## src/hdl/rld_pkg.sv

```systemverilog
// Shared types and constants for the run-length decoder.
package rld_pkg;

  localparam int BYTE_W  = 8;
  localparam int WORD_W  = 16;
  localparam int INDEX_W = 18;
  localparam int RUN_W   = 17;

  localparam logic [WORD_W-1:0] FLAG_ZERO_RUN = 16'hFFFF;
  localparam logic [WORD_W-1:0] FLAG_LITERAL  = 16'hFFFE;
  localparam int unsigned       INDEX_MAX     = 262143;

  typedef enum logic [2:0] {
    PH_FLAG_LO  = 3'd0,
    PH_FLAG_HI  = 3'd1,
    PH_ZERO_LO  = 3'd2,
    PH_ZERO_HI  = 3'd3,
    PH_LIT_LO   = 3'd4,
    PH_LIT_HI   = 3'd5,
    PH_LIT_DATA = 3'd6
  } phase_t;

  typedef struct packed {
    phase_t             phase;
    logic [BYTE_W-1:0]  low_byte_hold;
    logic [RUN_W-1:0]   literal_remaining;
  } rld_state_t;

  typedef struct packed {
    logic               emit;
    logic [INDEX_W-1:0] pixel_index;
    logic [BYTE_W-1:0]  pixel_value;
    logic [RUN_W-1:0]   run_length;
    logic               index_overflow;
  } rld_result_t;

endpackage

```

## src/hdl/rld_step.sv

```systemverilog
// One decode step: next state and optional result for one stream byte.
module rld_step #(
  parameter int FRAME_PIXELS = 262144,
  parameter int POS_W        = 19
) (
  input  rld_pkg::rld_state_t  state,
  input  logic [POS_W-1:0]     position,
  input  logic [7:0]           data_byte,
  input  logic                 start_of_image,
  output rld_pkg::rld_state_t  state_next,
  output logic [POS_W-1:0]     position_next,
  output rld_pkg::rld_result_t result
);

  localparam int END_W = ((POS_W > rld_pkg::RUN_W) ? POS_W : rld_pkg::RUN_W) + 1;
  localparam int unsigned CAP_RAW = FRAME_PIXELS - 1;
  localparam int unsigned CAP = (CAP_RAW > rld_pkg::INDEX_MAX) ? rld_pkg::INDEX_MAX : CAP_RAW;
  localparam logic [END_W-1:0] CAP_E   = END_W'(CAP);
  localparam logic [END_W-1:0] FRAME_E = END_W'(FRAME_PIXELS);

  rld_pkg::phase_t                 phase;
  logic [rld_pkg::RUN_W-1:0]       lit;
  logic [POS_W-1:0]                pos;
  logic [rld_pkg::WORD_W-1:0]      word;
  logic [rld_pkg::RUN_W-1:0]       lit_load;
  logic [rld_pkg::RUN_W-1:0]       lit_dec;
  logic [rld_pkg::RUN_W-1:0]       run;
  logic                            emit;
  logic [7:0]                      value;
  logic [END_W-1:0]                pos_e;
  logic [END_W-1:0]                end_e;
  logic [END_W-1:0]                idx_e;
  logic                            ovf;

  assign phase    = start_of_image ? rld_pkg::PH_FLAG_LO : state.phase;
  assign lit      = start_of_image ? '0 : state.literal_remaining;
  assign pos      = start_of_image ? '0 : position;
  assign word     = {data_byte, state.low_byte_hold};
  assign lit_load = {word, 1'b0};
  assign lit_dec  = lit - rld_pkg::RUN_W'(1);

  always_comb begin
    state_next.phase             = rld_pkg::PH_FLAG_LO;
    state_next.low_byte_hold     = state.low_byte_hold;
    state_next.literal_remaining = lit;
    emit                         = 1'b0;
    value                        = '0;
    run                          = rld_pkg::RUN_W'(1);
    case (phase)
      rld_pkg::PH_FLAG_HI: begin
        if (word == rld_pkg::FLAG_ZERO_RUN) begin
          state_next.phase = rld_pkg::PH_ZERO_LO;
        end else if (word == rld_pkg::FLAG_LITERAL) begin
          state_next.phase = rld_pkg::PH_LIT_LO;
        end else begin
          state_next.phase = rld_pkg::PH_FLAG_LO;
        end
      end
      rld_pkg::PH_ZERO_LO: begin
        state_next.low_byte_hold = data_byte;
        state_next.phase         = rld_pkg::PH_ZERO_HI;
      end
      rld_pkg::PH_LIT_LO: begin
        state_next.low_byte_hold = data_byte;
        state_next.phase         = rld_pkg::PH_LIT_HI;
      end
      rld_pkg::PH_ZERO_HI: begin
        emit = (word != '0);
        run  = lit_load;
      end
      rld_pkg::PH_LIT_HI: begin
        state_next.literal_remaining = lit_load;
        state_next.phase = (lit_load != '0) ? rld_pkg::PH_LIT_DATA : rld_pkg::PH_FLAG_LO;
      end
      rld_pkg::PH_LIT_DATA: begin
        emit                         = 1'b1;
        value                        = data_byte;
        state_next.literal_remaining = lit_dec;
        state_next.phase = (lit_dec != '0) ? rld_pkg::PH_LIT_DATA : rld_pkg::PH_FLAG_LO;
      end
      default: begin
        state_next.low_byte_hold = data_byte;
        state_next.phase         = rld_pkg::PH_FLAG_HI;
      end
    endcase
  end

  assign pos_e = END_W'(pos);
  assign end_e = pos_e + END_W'(run);
  assign ovf   = end_e > FRAME_E;
  assign idx_e = (pos_e > CAP_E) ? CAP_E : pos_e;

  assign result = {emit, idx_e[rld_pkg::INDEX_W-1:0], value, run, ovf};

  always_comb begin
    if (emit) begin
      position_next = ovf ? FRAME_E[POS_W-1:0] : end_e[POS_W-1:0];
    end else begin
      position_next = pos;
    end
  end

endmodule

```

## src/hdl/spk_run_length_decoder.sv

```systemverilog
// Top level of the run-length decoder for compressed palette images.
//
// Input channel: one stream byte per beat (data_byte), with start_of_image
// set on the first byte of an image to restart decoding at pixel zero.
// Output channel: one beat per run: pixel_index, pixel_value, run_length and
// index_overflow. Transparent commands with a nonzero count give one beat of
// value zero; literal commands give one beat of length one per literal byte.
// Other bytes give no beat.
// Path: an accepted byte is held in the input register while the decode step
// updates state, and its run is registered in the output register.
// Throughput: one byte per cycle while the output is not stalled.
// Reset: decoding returns to the flag low byte, position and pending
// literal count go to zero, both channels are empty.
// Stall: while out_ready is low the run beat holds; the byte in the input
// register waits and in_ready drops once it is full.
module spk_run_length_decoder #(
  parameter int FRAME_PIXELS = 262144
) (
  input  logic        clk,
  input  logic        rst,
  input  logic        in_valid,
  output logic        in_ready,
  input  logic [7:0]  data_byte,
  input  logic        start_of_image,
  output logic        out_valid,
  input  logic        out_ready,
  output logic [17:0] pixel_index,
  output logic [7:0]  pixel_value,
  output logic [16:0] run_length,
  output logic        index_overflow
);

  localparam int POS_W = $clog2(FRAME_PIXELS + 1);

  logic                 s1_valid;
  logic [7:0]           s1_byte;
  logic                 s1_start;
  logic                 advance;
  rld_pkg::rld_state_t  state;
  rld_pkg::rld_state_t  state_next;
  logic [POS_W-1:0]     position;
  logic [POS_W-1:0]     position_next;
  rld_pkg::rld_result_t result;

  assign advance  = !out_valid || out_ready;
  assign in_ready = !s1_valid || advance;

  rld_step #(
    .FRAME_PIXELS(FRAME_PIXELS),
    .POS_W       (POS_W)
  ) u_step (
    .state         (state),
    .position      (position),
    .data_byte     (s1_byte),
    .start_of_image(s1_start),
    .state_next    (state_next),
    .position_next (position_next),
    .result        (result)
  );

  always_ff @(posedge clk) begin
    if (rst) begin
      s1_valid <= 1'b0;
    end else if (in_ready) begin
      s1_valid <= in_valid;
    end
  end

  always_ff @(posedge clk) begin
    if (in_ready && in_valid) begin
      s1_byte  <= data_byte;
      s1_start <= start_of_image;
    end
  end

  always_ff @(posedge clk) begin
    if (rst) begin
      state.phase             <= rld_pkg::PH_FLAG_LO;
      state.low_byte_hold     <= '0;
      state.literal_remaining <= '0;
      position                <= '0;
    end else if (advance && s1_valid) begin
      state    <= state_next;
      position <= position_next;
    end
  end

  always_ff @(posedge clk) begin
    if (rst) begin
      out_valid <= 1'b0;
    end else if (advance) begin
      out_valid <= s1_valid && result.emit;
    end
  end

  always_ff @(posedge clk) begin
    if (advance && s1_valid && result.emit) begin
      pixel_index    <= result.pixel_index;
      pixel_value    <= result.pixel_value;
      run_length     <= result.run_length;
      index_overflow <= result.index_overflow;
    end
  end

endmodule

```

## config.mk

```make
export PLATFORM = sky130hd
export DESIGN_NAME = spk_run_length_decoder
export DESIGN_NICKNAME = d
export VERILOG_FILES = /design/src/hdl/rld_pkg.sv /design/src/hdl/rld_step.sv /design/src/hdl/spk_run_length_decoder.sv
export SDC_FILE = /design/constraint.sdc
export NUM_CORES = 1
export LEC_CHECK = 0
export BUFFER_PORTS_ARGS = -buffer_cell sky130_fd_sc_hd__buf_2
export CAP_MARGIN = 20
export CORE_ASPECT_RATIO = 0.5
export CORE_MARGIN = 3
export CORE_UTILIZATION = 40
export DETAILED_ROUTE_END_ITERATION = 6
export PLACE_DENSITY = 0.62
export SYNTH_ARGS = -nofsm -noshare
export SYNTH_HDL_FRONTEND = slang
export SYNTH_SLANG_ARGS = --single-unit
```

## constraint.sdc

```tcl
create_clock -name clk -period 4.1 [get_ports clk]
set_input_delay 0.41 -clock clk [delete_from_list [all_inputs] [get_ports clk]]
set_output_delay 0.41 -clock clk [all_outputs]
set_load 0.01 [all_outputs]
```

==> results of run 1 <==
[per-layer routing]
| metal | GRT usage | part of all wire | vias up |
|---|---|---|---|
| li1 | - | - | 2517 |
| met1 | 0.2932 | 0.50 | 2483 |
| met2 | 0.2915 | 0.43 | 193 |
| met3 | 0.03295 | 0.065 | 14 |
| met4 | 0.03344 | 0.0079 | 0 |
| met5 | 0 | 0 | - |
[through the flow]
step / power [uW] / worst slack, ps / utilization / instance area [um^2] / hold slack, ps
final: 2147 / 280.1 / 0.4757 / 6938 / 228.0
after floorplan: 1229 / 73.85 / - / 6033 / 457.0
after global routing: 2216 / 45.11 / 0.4757 / 6938 / 215.8
after global placement: 1289 / 237.4 / 0.4513 / 6581 / 467.8
after CTS: 2163 / 227.7 / 0.4725 / 6890 / 219.9
after detailed placement: 1290 / 241.0 / 0.4513 / 6581 / 482.1
[power by group]
| part | total (uW) | switching [uW] | leakage (uW) | internal [uW] |
|---|---|---|---|---|
| logic | 164 | 106 | 0.00156 | 58.2 |
| registers | 1110 | 24.9 | 0.000789 | 1080 |
| clock network | 876 | 439 | 0.000150 | 437 |
| total | 2150 | 570 | 0.00250 | 1580 |
[worst max-delay path by stage]
stage | end | slack (ps) | cells past startpoint
2_1_floorplan | position[11]$_SDFFE_PP0P_ | 70 | 18
3_3_place_gp | index_overflow$_DFFE_PP_ | 240 | 12
3_5_place_dp | index_overflow$_DFFE_PP_ | 240 | 12
4_1_cts | index_overflow$_DFFE_PP_ | 230 | 12
5_1_grt | position[11]$_SDFFE_PP0P_ | 50 | 16
6_report | index_overflow$_DFFE_PP_ | 280 | 13
[cells in the final DEF, fill, tap and decap left out, types with 20 or more instances in the layout]
cell	Yosys	final
dfxtp_1	49	49
nand2_1	39	39
nor2b_1	20	20
xnor2_1	20	20
buf_2	4	58
a21oi_1	44	44
edfxtp_1	53	53
and2_1	33	33
nor2_1	90	90
o21ai_0	25	25
buf_4	1	25
[final cells by class]
class / instances / area [um^2] / share of cell area
sequential: 102 / 2572 / 0.3708
clock buffer: 9 / 225.2 / 0.03246
inverter: 14 / 52.55 / 0.007574
timing repair buffer: 86 / 525.5 / 0.07574
multi-input combinational: 494 / 3231 / 0.4656
clock inverter: 7 / 83.83 / 0.01208
tap: 198 / 247.7 / 0.03571
[kinds of logic after synthesis]
kind of cell             synth area share
XOR/XNOR                          0.03923
adder cells (fa/ha/maj)           0.03694
multiplexers                      0.02615
buffers and inverters             0.03819
AO/OA/AOI/OAI                      0.1912
flip-flops                         0.4267
AND/OR/NAND/NOR                    0.2416
[flip-flops by register name (all words and copies together), names as in the netlist]
| name | count |
|---|---|
| index_overflow | 1 |
| out_valid | 1 |
| pixel_index | 18 |
| pixel_value | 8 |
| position | 19 |
| run_length | 17 |
| s1_byte | 8 |
| s1_start | 1 |
| s1_valid | 1 |
| state | 28 |
[timing repair]
action / in CTS / in global routing
endpoints found under the hold margin: 0 / 0
buffers inserted: 0 / 1
setup endpoints to repair: 0 / 11
==> impl_metrics.toml, run 1 <==
[outcome]
outcome = "finished, final reports clean"

[sta]
setup_viol = 0
slew_violations = 0
finalHoldViolCount = 0
relSlewSlack = 0.3461
worst_slew_pin_slew_ps = 979.5
period_share = 0.9317
tns_ps = 0
min_period_ps = 3820
rsz0062_at_grt = "false"
clock.fmax_mhz = 261.8
fin_worst_skew_ps = 13.61

[setup_path]
cp.required_ps = 4210
cp_cell_sequence = "buf_4 > nor2b_1 > ha_1 > or2_2 > a31o_2 > a311oi_4 > o211ai_2 > a311o_1 > a21oi_1 > nand4_1 > a22oi_4 > buf_12 > inv_2"
timing.rr.end = "index_overflow$_DFFE_PP_"
worstPathMaxFanout = 47
r2r_cells = 13
r2r_setup_slack_ps = 280
cp_data_arrival_time_ps = 3930
start_kind = "flop"
critPathMaxStageDelay_ps = 440
r2r-start = "s1_start$_DFFE_PP_"
setup.worst_path.start = "s1_start$_DFFE_PP_"
cpMaxStageDelayCell = "buf_4"
end_kind = "flop"
critical_path.top_delay_family = "compound AO/OA/AOI/OAI gates"
path_class = "reg -> reg"
cp_num_buf_inv = 3

[synthesis]
yosysTopAreaCell = "edfxtp_1"
ys_types = 74
syn_inst = 651
synth_top_area_frac = 0.2640
synth_edf_count = 53
syn_area_per_cell_um2 = 9.260
syn_nets = 681
ys_seq_area_frac = 0.4267
netlist_top_cells_count = "nor2_1 (90), edfxtp_1 (53), dfxtp_1 (49)"
synth.most_common_cell = "nor2_1"
ys_warn_count = 0
synthFlopType = "edfxtp_1"
ys_seq_elements = 102
async_reset_ff_frac = 0
ys_top_cells_by_area = "edfxtp_1 (26%), dfxtp_1 (16%), nor2_1 (5.6%), a21oi_1 (3.7%), ha_1 (3.5%)"
syn_area_mm2 = 0.006028

[clock_tree]
cts-resized-gates = 0
cts_hold_buf = 0
cts_buffers = 9
cts.sinks = 102
clock_latency_ps = 350
htreeDepth = 3
clkTransAtPathRegs_ps = 80
cts.path.max_buffers = 2
cts_root_buffer = "clkbuf_16"
cts_tree = "done"

[floorplan]
initial_core_util = 0.4133
dieHeight_um = 92.81
ios = 59
die_w_um = 179.6
core-area_mm2 = 0.01458
row_count = 31
fp.dieArea_mm2 = 0.01667

[hold_path]
holdCritPathClass = "in -> reg"
min_from = "data_byte[1]"
holdPathEnd = "s1_byte[1]$_DFFE_PP_"
whs_path_depth = 1

[detailed_routing]
ant_nets = 0
viasPerCell = 5.722
wl_per_cell_um = 18.19
firstDrtPassIters = 5
drcViolationCount = 0
first_iter_violations = 472
via_count = 5207
wl_mm = 16.55

[global_routing]
grt_max_degree = 48
grt_pass1_vias = 4633
grt_use_total = 0.1935
antenna_found_initial = 0
grt_pass1_wl_mm = 25.89
grt-ovfl-total = 0

[pwr]
p_leak_uw = 0.002501
p_per_area_mw_per_mm2 = 309.5
peakVddDrop_mv = 0.2260

[cells_and_area]
antennaDiodeCount = 0
layout-drive-gt1-share = 0.1798
area_delta_synth_final_pct = 15.09
n_fill_cell = 1401
layout.cells.non_filler = 910
fin_nets = 737

[placed_design]
place.gp.congestion = 0.9197
place_inst = 891
dpl.hpwl_mm = 11.72
port_buffers = 58

[flow_run]
drv_cap = 0
(Power assumes the default switching activity.)
==> run 2: changes to the inputs <==
--- a/config.mk
+++ b/config.mk
@@ -11,7 +11,9 @@
 export CORE_MARGIN = 3
 export CORE_UTILIZATION = 40
 export DETAILED_ROUTE_END_ITERATION = 6
-export PLACE_DENSITY = 0.62
+export GPL_TIMING_DRIVEN = 0
+export PLACE_DENSITY = 0.61
 export SYNTH_ARGS = -nofsm -noshare
 export SYNTH_HDL_FRONTEND = slang
+export SYNTH_HIERARCHICAL = 1
 export SYNTH_SLANG_ARGS = --single-unit
==> impl_metrics.toml, run 2 <==
[outcome]
outcome = "finished with violations"
violations = "setup timing"

[clock_tree]
clock_latency_ps = 360
cts_tree = "done"
cts_buffers = 9
cts_root_buffer = "clkbuf_16"
htreeDepth = 3
cts.sinks = 102
clkTransAtPathRegs_ps = 80
cts.path.max_buffers = 2

[pwr]
p_leak_uw = 0.003030
peakVddDrop_mv = 0.2109
p_per_area_mw_per_mm2 = 245.1
total_power_uw = 2166

[detailed_routing]
ant_nets = 0
firstDrtPassIters = 5
drcViolationCount = 0
wl_per_cell_um = 19.88
via_count = 6539
wl_mm = 22.68
first_iter_violations = 648
viasPerCell = 5.731

[placed_design]
port_buffers = 57
preCtsSetupSlack_ps = -833.2
dpl.hpwl_mm = 16.36
place.gp.congestion = 0.9227

[synthesis]
syn_nets = 844
async_reset_ff_frac = 0
syn_area_per_cell_um2 = 8.947
synthFlopType = "edfxtp_1"
ys_warn_count = 6
synth_top_area_frac = 0.2185
syn_inst = 814
synth_edf_count = 53
yosysTopAreaCell = "edfxtp_1"
syn_area_mm2 = 0.007283
netlist_top_cells_count = "nand2b_1 (100), nor2_1 (85), edfxtp_1 (53)"
synth.most_common_cell = "nand2b_1"
ys_top_cells_by_area = "edfxtp_1 (22%), dfxtp_1 (13%), nand2b_1 (8.6%), mux2i_1 (7.1%), nor2_1 (4.4%)"
ys_seq_area_frac = 0.3532
ys_types = 86
ys_seq_elements = 102

[setup_path]
cp_data_arrival_time_ps = 4390
timing.rr.end = "position[10]$_SDFFE_PP0P_"
worstPathMaxFanout = 5
path_class = "reg -> reg"
r2r_setup_slack_ps = -6
cp.required_ps = 4380
start_kind = "flop"
r2r_cells = 19
r2r-start = "s1_start$_DFFE_PP_"
end_kind = "flop"
setup.worst_path.start = "s1_start$_DFFE_PP_"

[cells_and_area]
final_common_cell = "nand2b_1"
largest_register_ffs = 28
final_cell_mix = "nand2b_1 (100), nor2_1 (84), buf_2 (61), edfxtp_1 (53), mux2i_1 (51)"
antennaDiodeCount = 0
top_regs = "state: 28 flops, position: 19 flops, pixel_index: 18 flops"
fin_nets = 932
n_fill_cell = 1695
regMostFlops = "state"
area_delta_synth_final_pct = 21.37
layout-drive-gt1-share = 0.2172

[global_routing]
grt_max_degree = 29
grt_pass1_wl_mm = 35.19
grt_pass1_vias = 6137
use_met3 = 0.05550
grt.busiest_layer = "met2"
met2_usage = 0.3451
met1_usage = 0.3205
antenna_found_initial = 0
grt-ovfl-total = 0
grt_use_total = 0.2267

[floorplan]
fp.dieArea_mm2 = 0.01996
die_w_um = 196.8
ios = 59
core-area_mm2 = 0.01761
initial_core_util = 0.4135
row_count = 34
dieHeight_um = 101.4

[sta]
finalHoldViolCount = 0
period_share = 1.001
min_period_ps = 4106
slew_violations = 0
worst_slew_pin_slew_ps = 862.3
setup_viol = 1
relSlewSlack = 0.4207
rsz0062_at_grt = "true"
fin_worst_skew_ps = 16.51
clock.fmax_mhz = 243.5
setup_slack_ps = -6.056

[hold_path]
min_from = "data_byte[7]"
holdPathEnd = "s1_byte[7]$_DFFE_PP_"
whs_path_depth = 1
holdCritPathClass = "in -> reg"

[flow_run]
drv_cap = 0
run 2: critical path, stage by stage, from the launching register on:
cell	delay [ps]
edfxtp_1	420
buf_6	150
and4bb_1	270
buf_6	120
buf_6	110
and2_4	150
ha_4	210
and2b_2	210
a311oi_4	380
o221a_4	310
buf_12	120
o21ai_0	190
xnor2_1	230
a21oi_1	160
nor4b_4	310
a21o_4	220
clkbuf_16	150
a22o_1	130
nand2b_1	70
mux2i_1	120
run 2: area by class of cell:
class                      instances  area [um^2]  area share
clock inverter                     7        73.82    0.008351
timing repair buffer              84        570.5     0.06454
tap                              234        292.8     0.03312
multi-input combinational        643         4669      0.5282
clock buffer                       9        225.2     0.02548
buffer                            45        371.6     0.04204
inverter                          17        63.81    0.007219
sequential                       102         2572      0.2910
run 2: report_power, final:
part           switching (uW)  internal [uW]
sequential               31.1           1080
clock                     443            433
combinational            98.1           83.2
total                     572           1590
run 2: routing by layer:
layer | routed length [um] | vias to the layer above
met3 | 1674 | 32
met1 | 10710 | 3112
met2 | 9855 | 277
li1 | - | 3118
met4 | 441 | 0
met5 | 0 | -
run 2: how the worst max path moves through the flow:
| stage | endpoint | depth (start not counted) |
|---|---|---|
| 6_report | position[10]$_SDFFE_PP0P_ | 19 |
| 5_1_grt | position[16]$_SDFFE_PP0P_ | 18 |
| 4_1_cts | index_overflow$_DFFE_PP_ | 16 |
| 3_5_place_dp | position[2]$_SDFFE_PP0P_ | 20 |
| 3_3_place_gp | run_length[10]$_DFFE_PP_ | 8 |
| 2_1_floorplan | index_overflow$_DFFE_PP_ | 18 |
run 2: cell families (layout without fill, tap and decap cells):
| family | after synthesis | in the layout | synth area share |
|---|---|---|---|
| fa+ha+maj | 19 | 19 | 0.03195 |
| compound gates | 167 | 167 | 0.1651 |
| flops | 102 | 102 | 0.3532 |
| xor+xnor | 23 | 23 | 0.02766 |
| buf+inv | 69 | 162 | 0.05085 |
| simple gates | 370 | 370 | 0.2807 |
| mux | 64 | 64 | 0.09053 |
run 2: timing repair:
| item | 4_1_cts | 5_1_grt |
|---|---|---|
| endpoints found under the hold margin | 0 | 0 |
| setup endpoints to repair | 20 | 20 |
| cloned | 2 | 2 |
| buffers inserted | 12 | 10 |
| pin swaps | 19 | 28 |
| gates resized for setup | 54 | 37 |
| hold buffers | 0 | 0 |
run 2: through the flow:
step                      utilization  std cells  instance area, um^2  TNS [ps]  hold WS (ps)
after floorplan                     -        814                 7333         0         445.4
after global placement         0.4492       1105                 7911    -76840         456.2
after detailed placement       0.4508       1106                 7939    -13380         464.1
after CTS                      0.4890       1132                 8612         0         212.0
after global routing           0.5019       1141                 8840     -1347         210.8
final                          0.5019       1141                 8840    -6.056         223.7
==> run 3: changes to the inputs <==
--- a/config.mk
+++ b/config.mk
@@ -13,6 +13,7 @@
 export DETAILED_ROUTE_END_ITERATION = 6
 export GPL_TIMING_DRIVEN = 0
 export PLACE_DENSITY = 0.61
+export REMOVE_ABC_BUFFERS = 1
 export SYNTH_ARGS = -nofsm -noshare
 export SYNTH_HDL_FRONTEND = slang
 export SYNTH_HIERARCHICAL = 1
==> impl_metrics.toml, run 3 (same netlist as run 2, synthesis figures left out) <==
[setup_path]
cp_data_arrival_time_ps = 4160
r2r_setup_slack_ps = 40
cp.required_ps = 4200
timing.rr.end = "index_overflow$_DFFE_PP_"
worstPathMaxFanout = 6
r2r-start = "s1_start$_DFFE_PP_"
critPathMaxStageDelay_ps = 460
cp_num_buf_inv = 4
cpMaxStageDelayCell = "edfxtp_1"
end_kind = "flop"
r2r_cells = 16
crit_top_cell = "buf_4"
critical_path.top_delay_family = "simple AND/OR/NAND/NOR gates"
start_kind = "flop"
cp_cell_sequence = "clkbuf_16 > and4bb_4 > and2_4 > ha_4 > and2_4 > a221o_1 > a21oi_2 > buf_4 > nor2_1 > nor4_1 > nand4_1 > nor4b_4 > buf_4 > buf_4 > a21boi_2 > or2_1"
path_class = "reg -> reg"

[floorplan]
ios = 59
fp.dieArea_mm2 = 0.01996
core-area_mm2 = 0.01761
dieHeight_um = 101.4
row_count = 34
initial_core_util = 0.4135
die_w_um = 196.8

[placed_design]
place.gp.congestion = 0.8811
port_buffers = 58
dpl.hpwl_mm = 13.37

[sta]
period_share = 0.9897
worst_slew_pin_slew_ps = 984.4
setup_viol = 0
clock.fmax_mhz = 246.4
slew_violations = 0
finalHoldViolCount = 0
relSlewSlack = 0.3429
hold_slack_ps = 232.5
min_period_ps = 4058
fin_worst_skew_ps = 8.144

[global_routing]
grt_use_total = 0.2013
grt_pass1_wl_mm = 32.20
grt_pass1_vias = 5986
grt-ovfl-total = 0
antenna_found_initial = 0
grt_max_degree = 97

[clock_tree]
clkTransAtPathRegs_ps = 70
clock_latency_ps = 350
cts.path.max_buffers = 2
cts_buffers = 9
htreeDepth = 3
cts_root_buffer = "clkbuf_16"
cts_hold_buf = 0
cts.sinks = 102
cts_tree = "done"

[detailed_routing]
wl_mm = 20.36
drcViolationCount = 0
via_count = 6360
firstDrtPassIters = 5
viasPerCell = 5.679
wl_per_cell_um = 18.18
ant_nets = 0
first_iter_violations = 534

[hold_path]
whs_path_depth = 1
holdCritPathClass = "in -> reg"
holdPathEnd = "s1_byte[6]$_DFFE_PP_"
min_from = "data_byte[6]"

[cells_and_area]
area_delta_synth_final_pct = 20.32
final_common_cell = "nand2b_1"
top_regs = "state: 28 flops, position: 19 flops, pixel_index: 18 flops"
regMostFlops = "state"
antennaDiodeCount = 0
fin_nets = 911
layout-drive-gt1-share = 0.2235
n_fill_cell = 1613
final_cell_mix = "nand2b_1 (100), nor2_1 (83), buf_2 (58), edfxtp_1 (53), mux2i_1 (51)"
largest_register_ffs = 28

[pwr]
p_per_area_mw_per_mm2 = 253.1
netSwitchingPower_uw = 520.5
p_clk_frac = 0.431
power_frac_seq = 0.500
peakVddDrop_mv = 0.2023
p_comb_frac = 0.068
total_power_uw = 2218
p_int_uw = 1698
switching_share = 0.2346
p_leak_uw = 0.003029

[flow_run]
drv_cap = 0

[outcome]
outcome = "finished, final reports clean"
-- run 3: changes by cell type in the layout (fill, tap and decap cells not counted), sizes merged --
cell and delta:
bufinv +2, and4bb +2, clkinv -1, a21o +1, buf +1, clkbuf -24, inv -2
-- run 3: worst register-to-register path: cells and delay by family, from the launching register on --
family,cells,cell delay (ps)
simple gates,8,1860
compound gates,3,640
buf+inv,4,630
flops,1,460
fa+ha+maj,1,230
-- run 3: per-stage QoR --
step / setup slack [ps] / instance area [um^2] / util / cells / setup TNS (ps)
6_report: 42.28 / 8763 / 0.4976 / 1120 / 0
5_1_grt: -51.39 / 8763 / 0.4976 / 1120 / -277.4
4_1_cts: -5.117 / 8581 / 0.4872 / 1111 / -10.84
3_5_place_dp: -1156 / 7741 / 0.4395 / 1061 / -20220
3_3_place_gp: -4035 / 7560 / 0.4292 / 1054 / -245150
2_1_floorplan: -1159 / 6977 / - / 762 / -63590
-- run 3: cell type report --
type	count	area (um^2)	area share
multi-input cells	646	4686	0.5347
flip-flops and latches	102	2576	0.2940
repair buffers	105	808.3	0.09223
well taps	234	292.8	0.03341
clock buffers	10	229.0	0.02613
clock inverters	6	102.6	0.01171
inverters	17	68.82	0.007853
-- run 3: what timing repair did --
action | 4_1_cts | 5_1_grt
cloned | 4 | 0
resized for setup | 45 | 24
pin swaps | 22 | 15
endpoints found under the setup margin | 20 | 19
buffers inserted | 30 | 7
-- run 3: worst max path at each step --
| stage | cells past startpoint | slack, ps | end | start |
|---|---|---|---|---|
| floorplan | 5 | -1160 | index_overflow$_DFFE_PP_ | s1_start$_DFFE_PP_ |
| global placement | 5 | -4030 | pixel_index[0]$_DFFE_PP_ | s1_start$_DFFE_PP_ |
| detailed placement | 15 | -1160 | position[4]$_SDFFE_PP0P_ | s1_start$_DFFE_PP_ |
| CTS | 15 | -5 | position[10]$_SDFFE_PP0P_ | s1_start$_DFFE_PP_ |
| global route | 14 | -50 | index_overflow$_DFFE_PP_ | s1_start$_DFFE_PP_ |
| finish | 16 | 40 | index_overflow$_DFFE_PP_ | s1_start$_DFFE_PP_ |
-- run 3: per-layer routing --
layer / routed length, um / GRT usage
met3: 1268 / 0.03490
met4: 346 / 0.05580
met1: 9387 / 0.2716
met2: 9361 / 0.3376
met5: 0 / 0
-- run 3: power by group through the flow --
stage               clock network (uW)  logic [uW]  registers [uW]
floorplan                            0        68.6            1130
global placement                     0        98.9            1150
detailed placement                   0         133            1130
CTS                                990         149            1110
global route                      1020         161            1110
finish                             957         152            1110
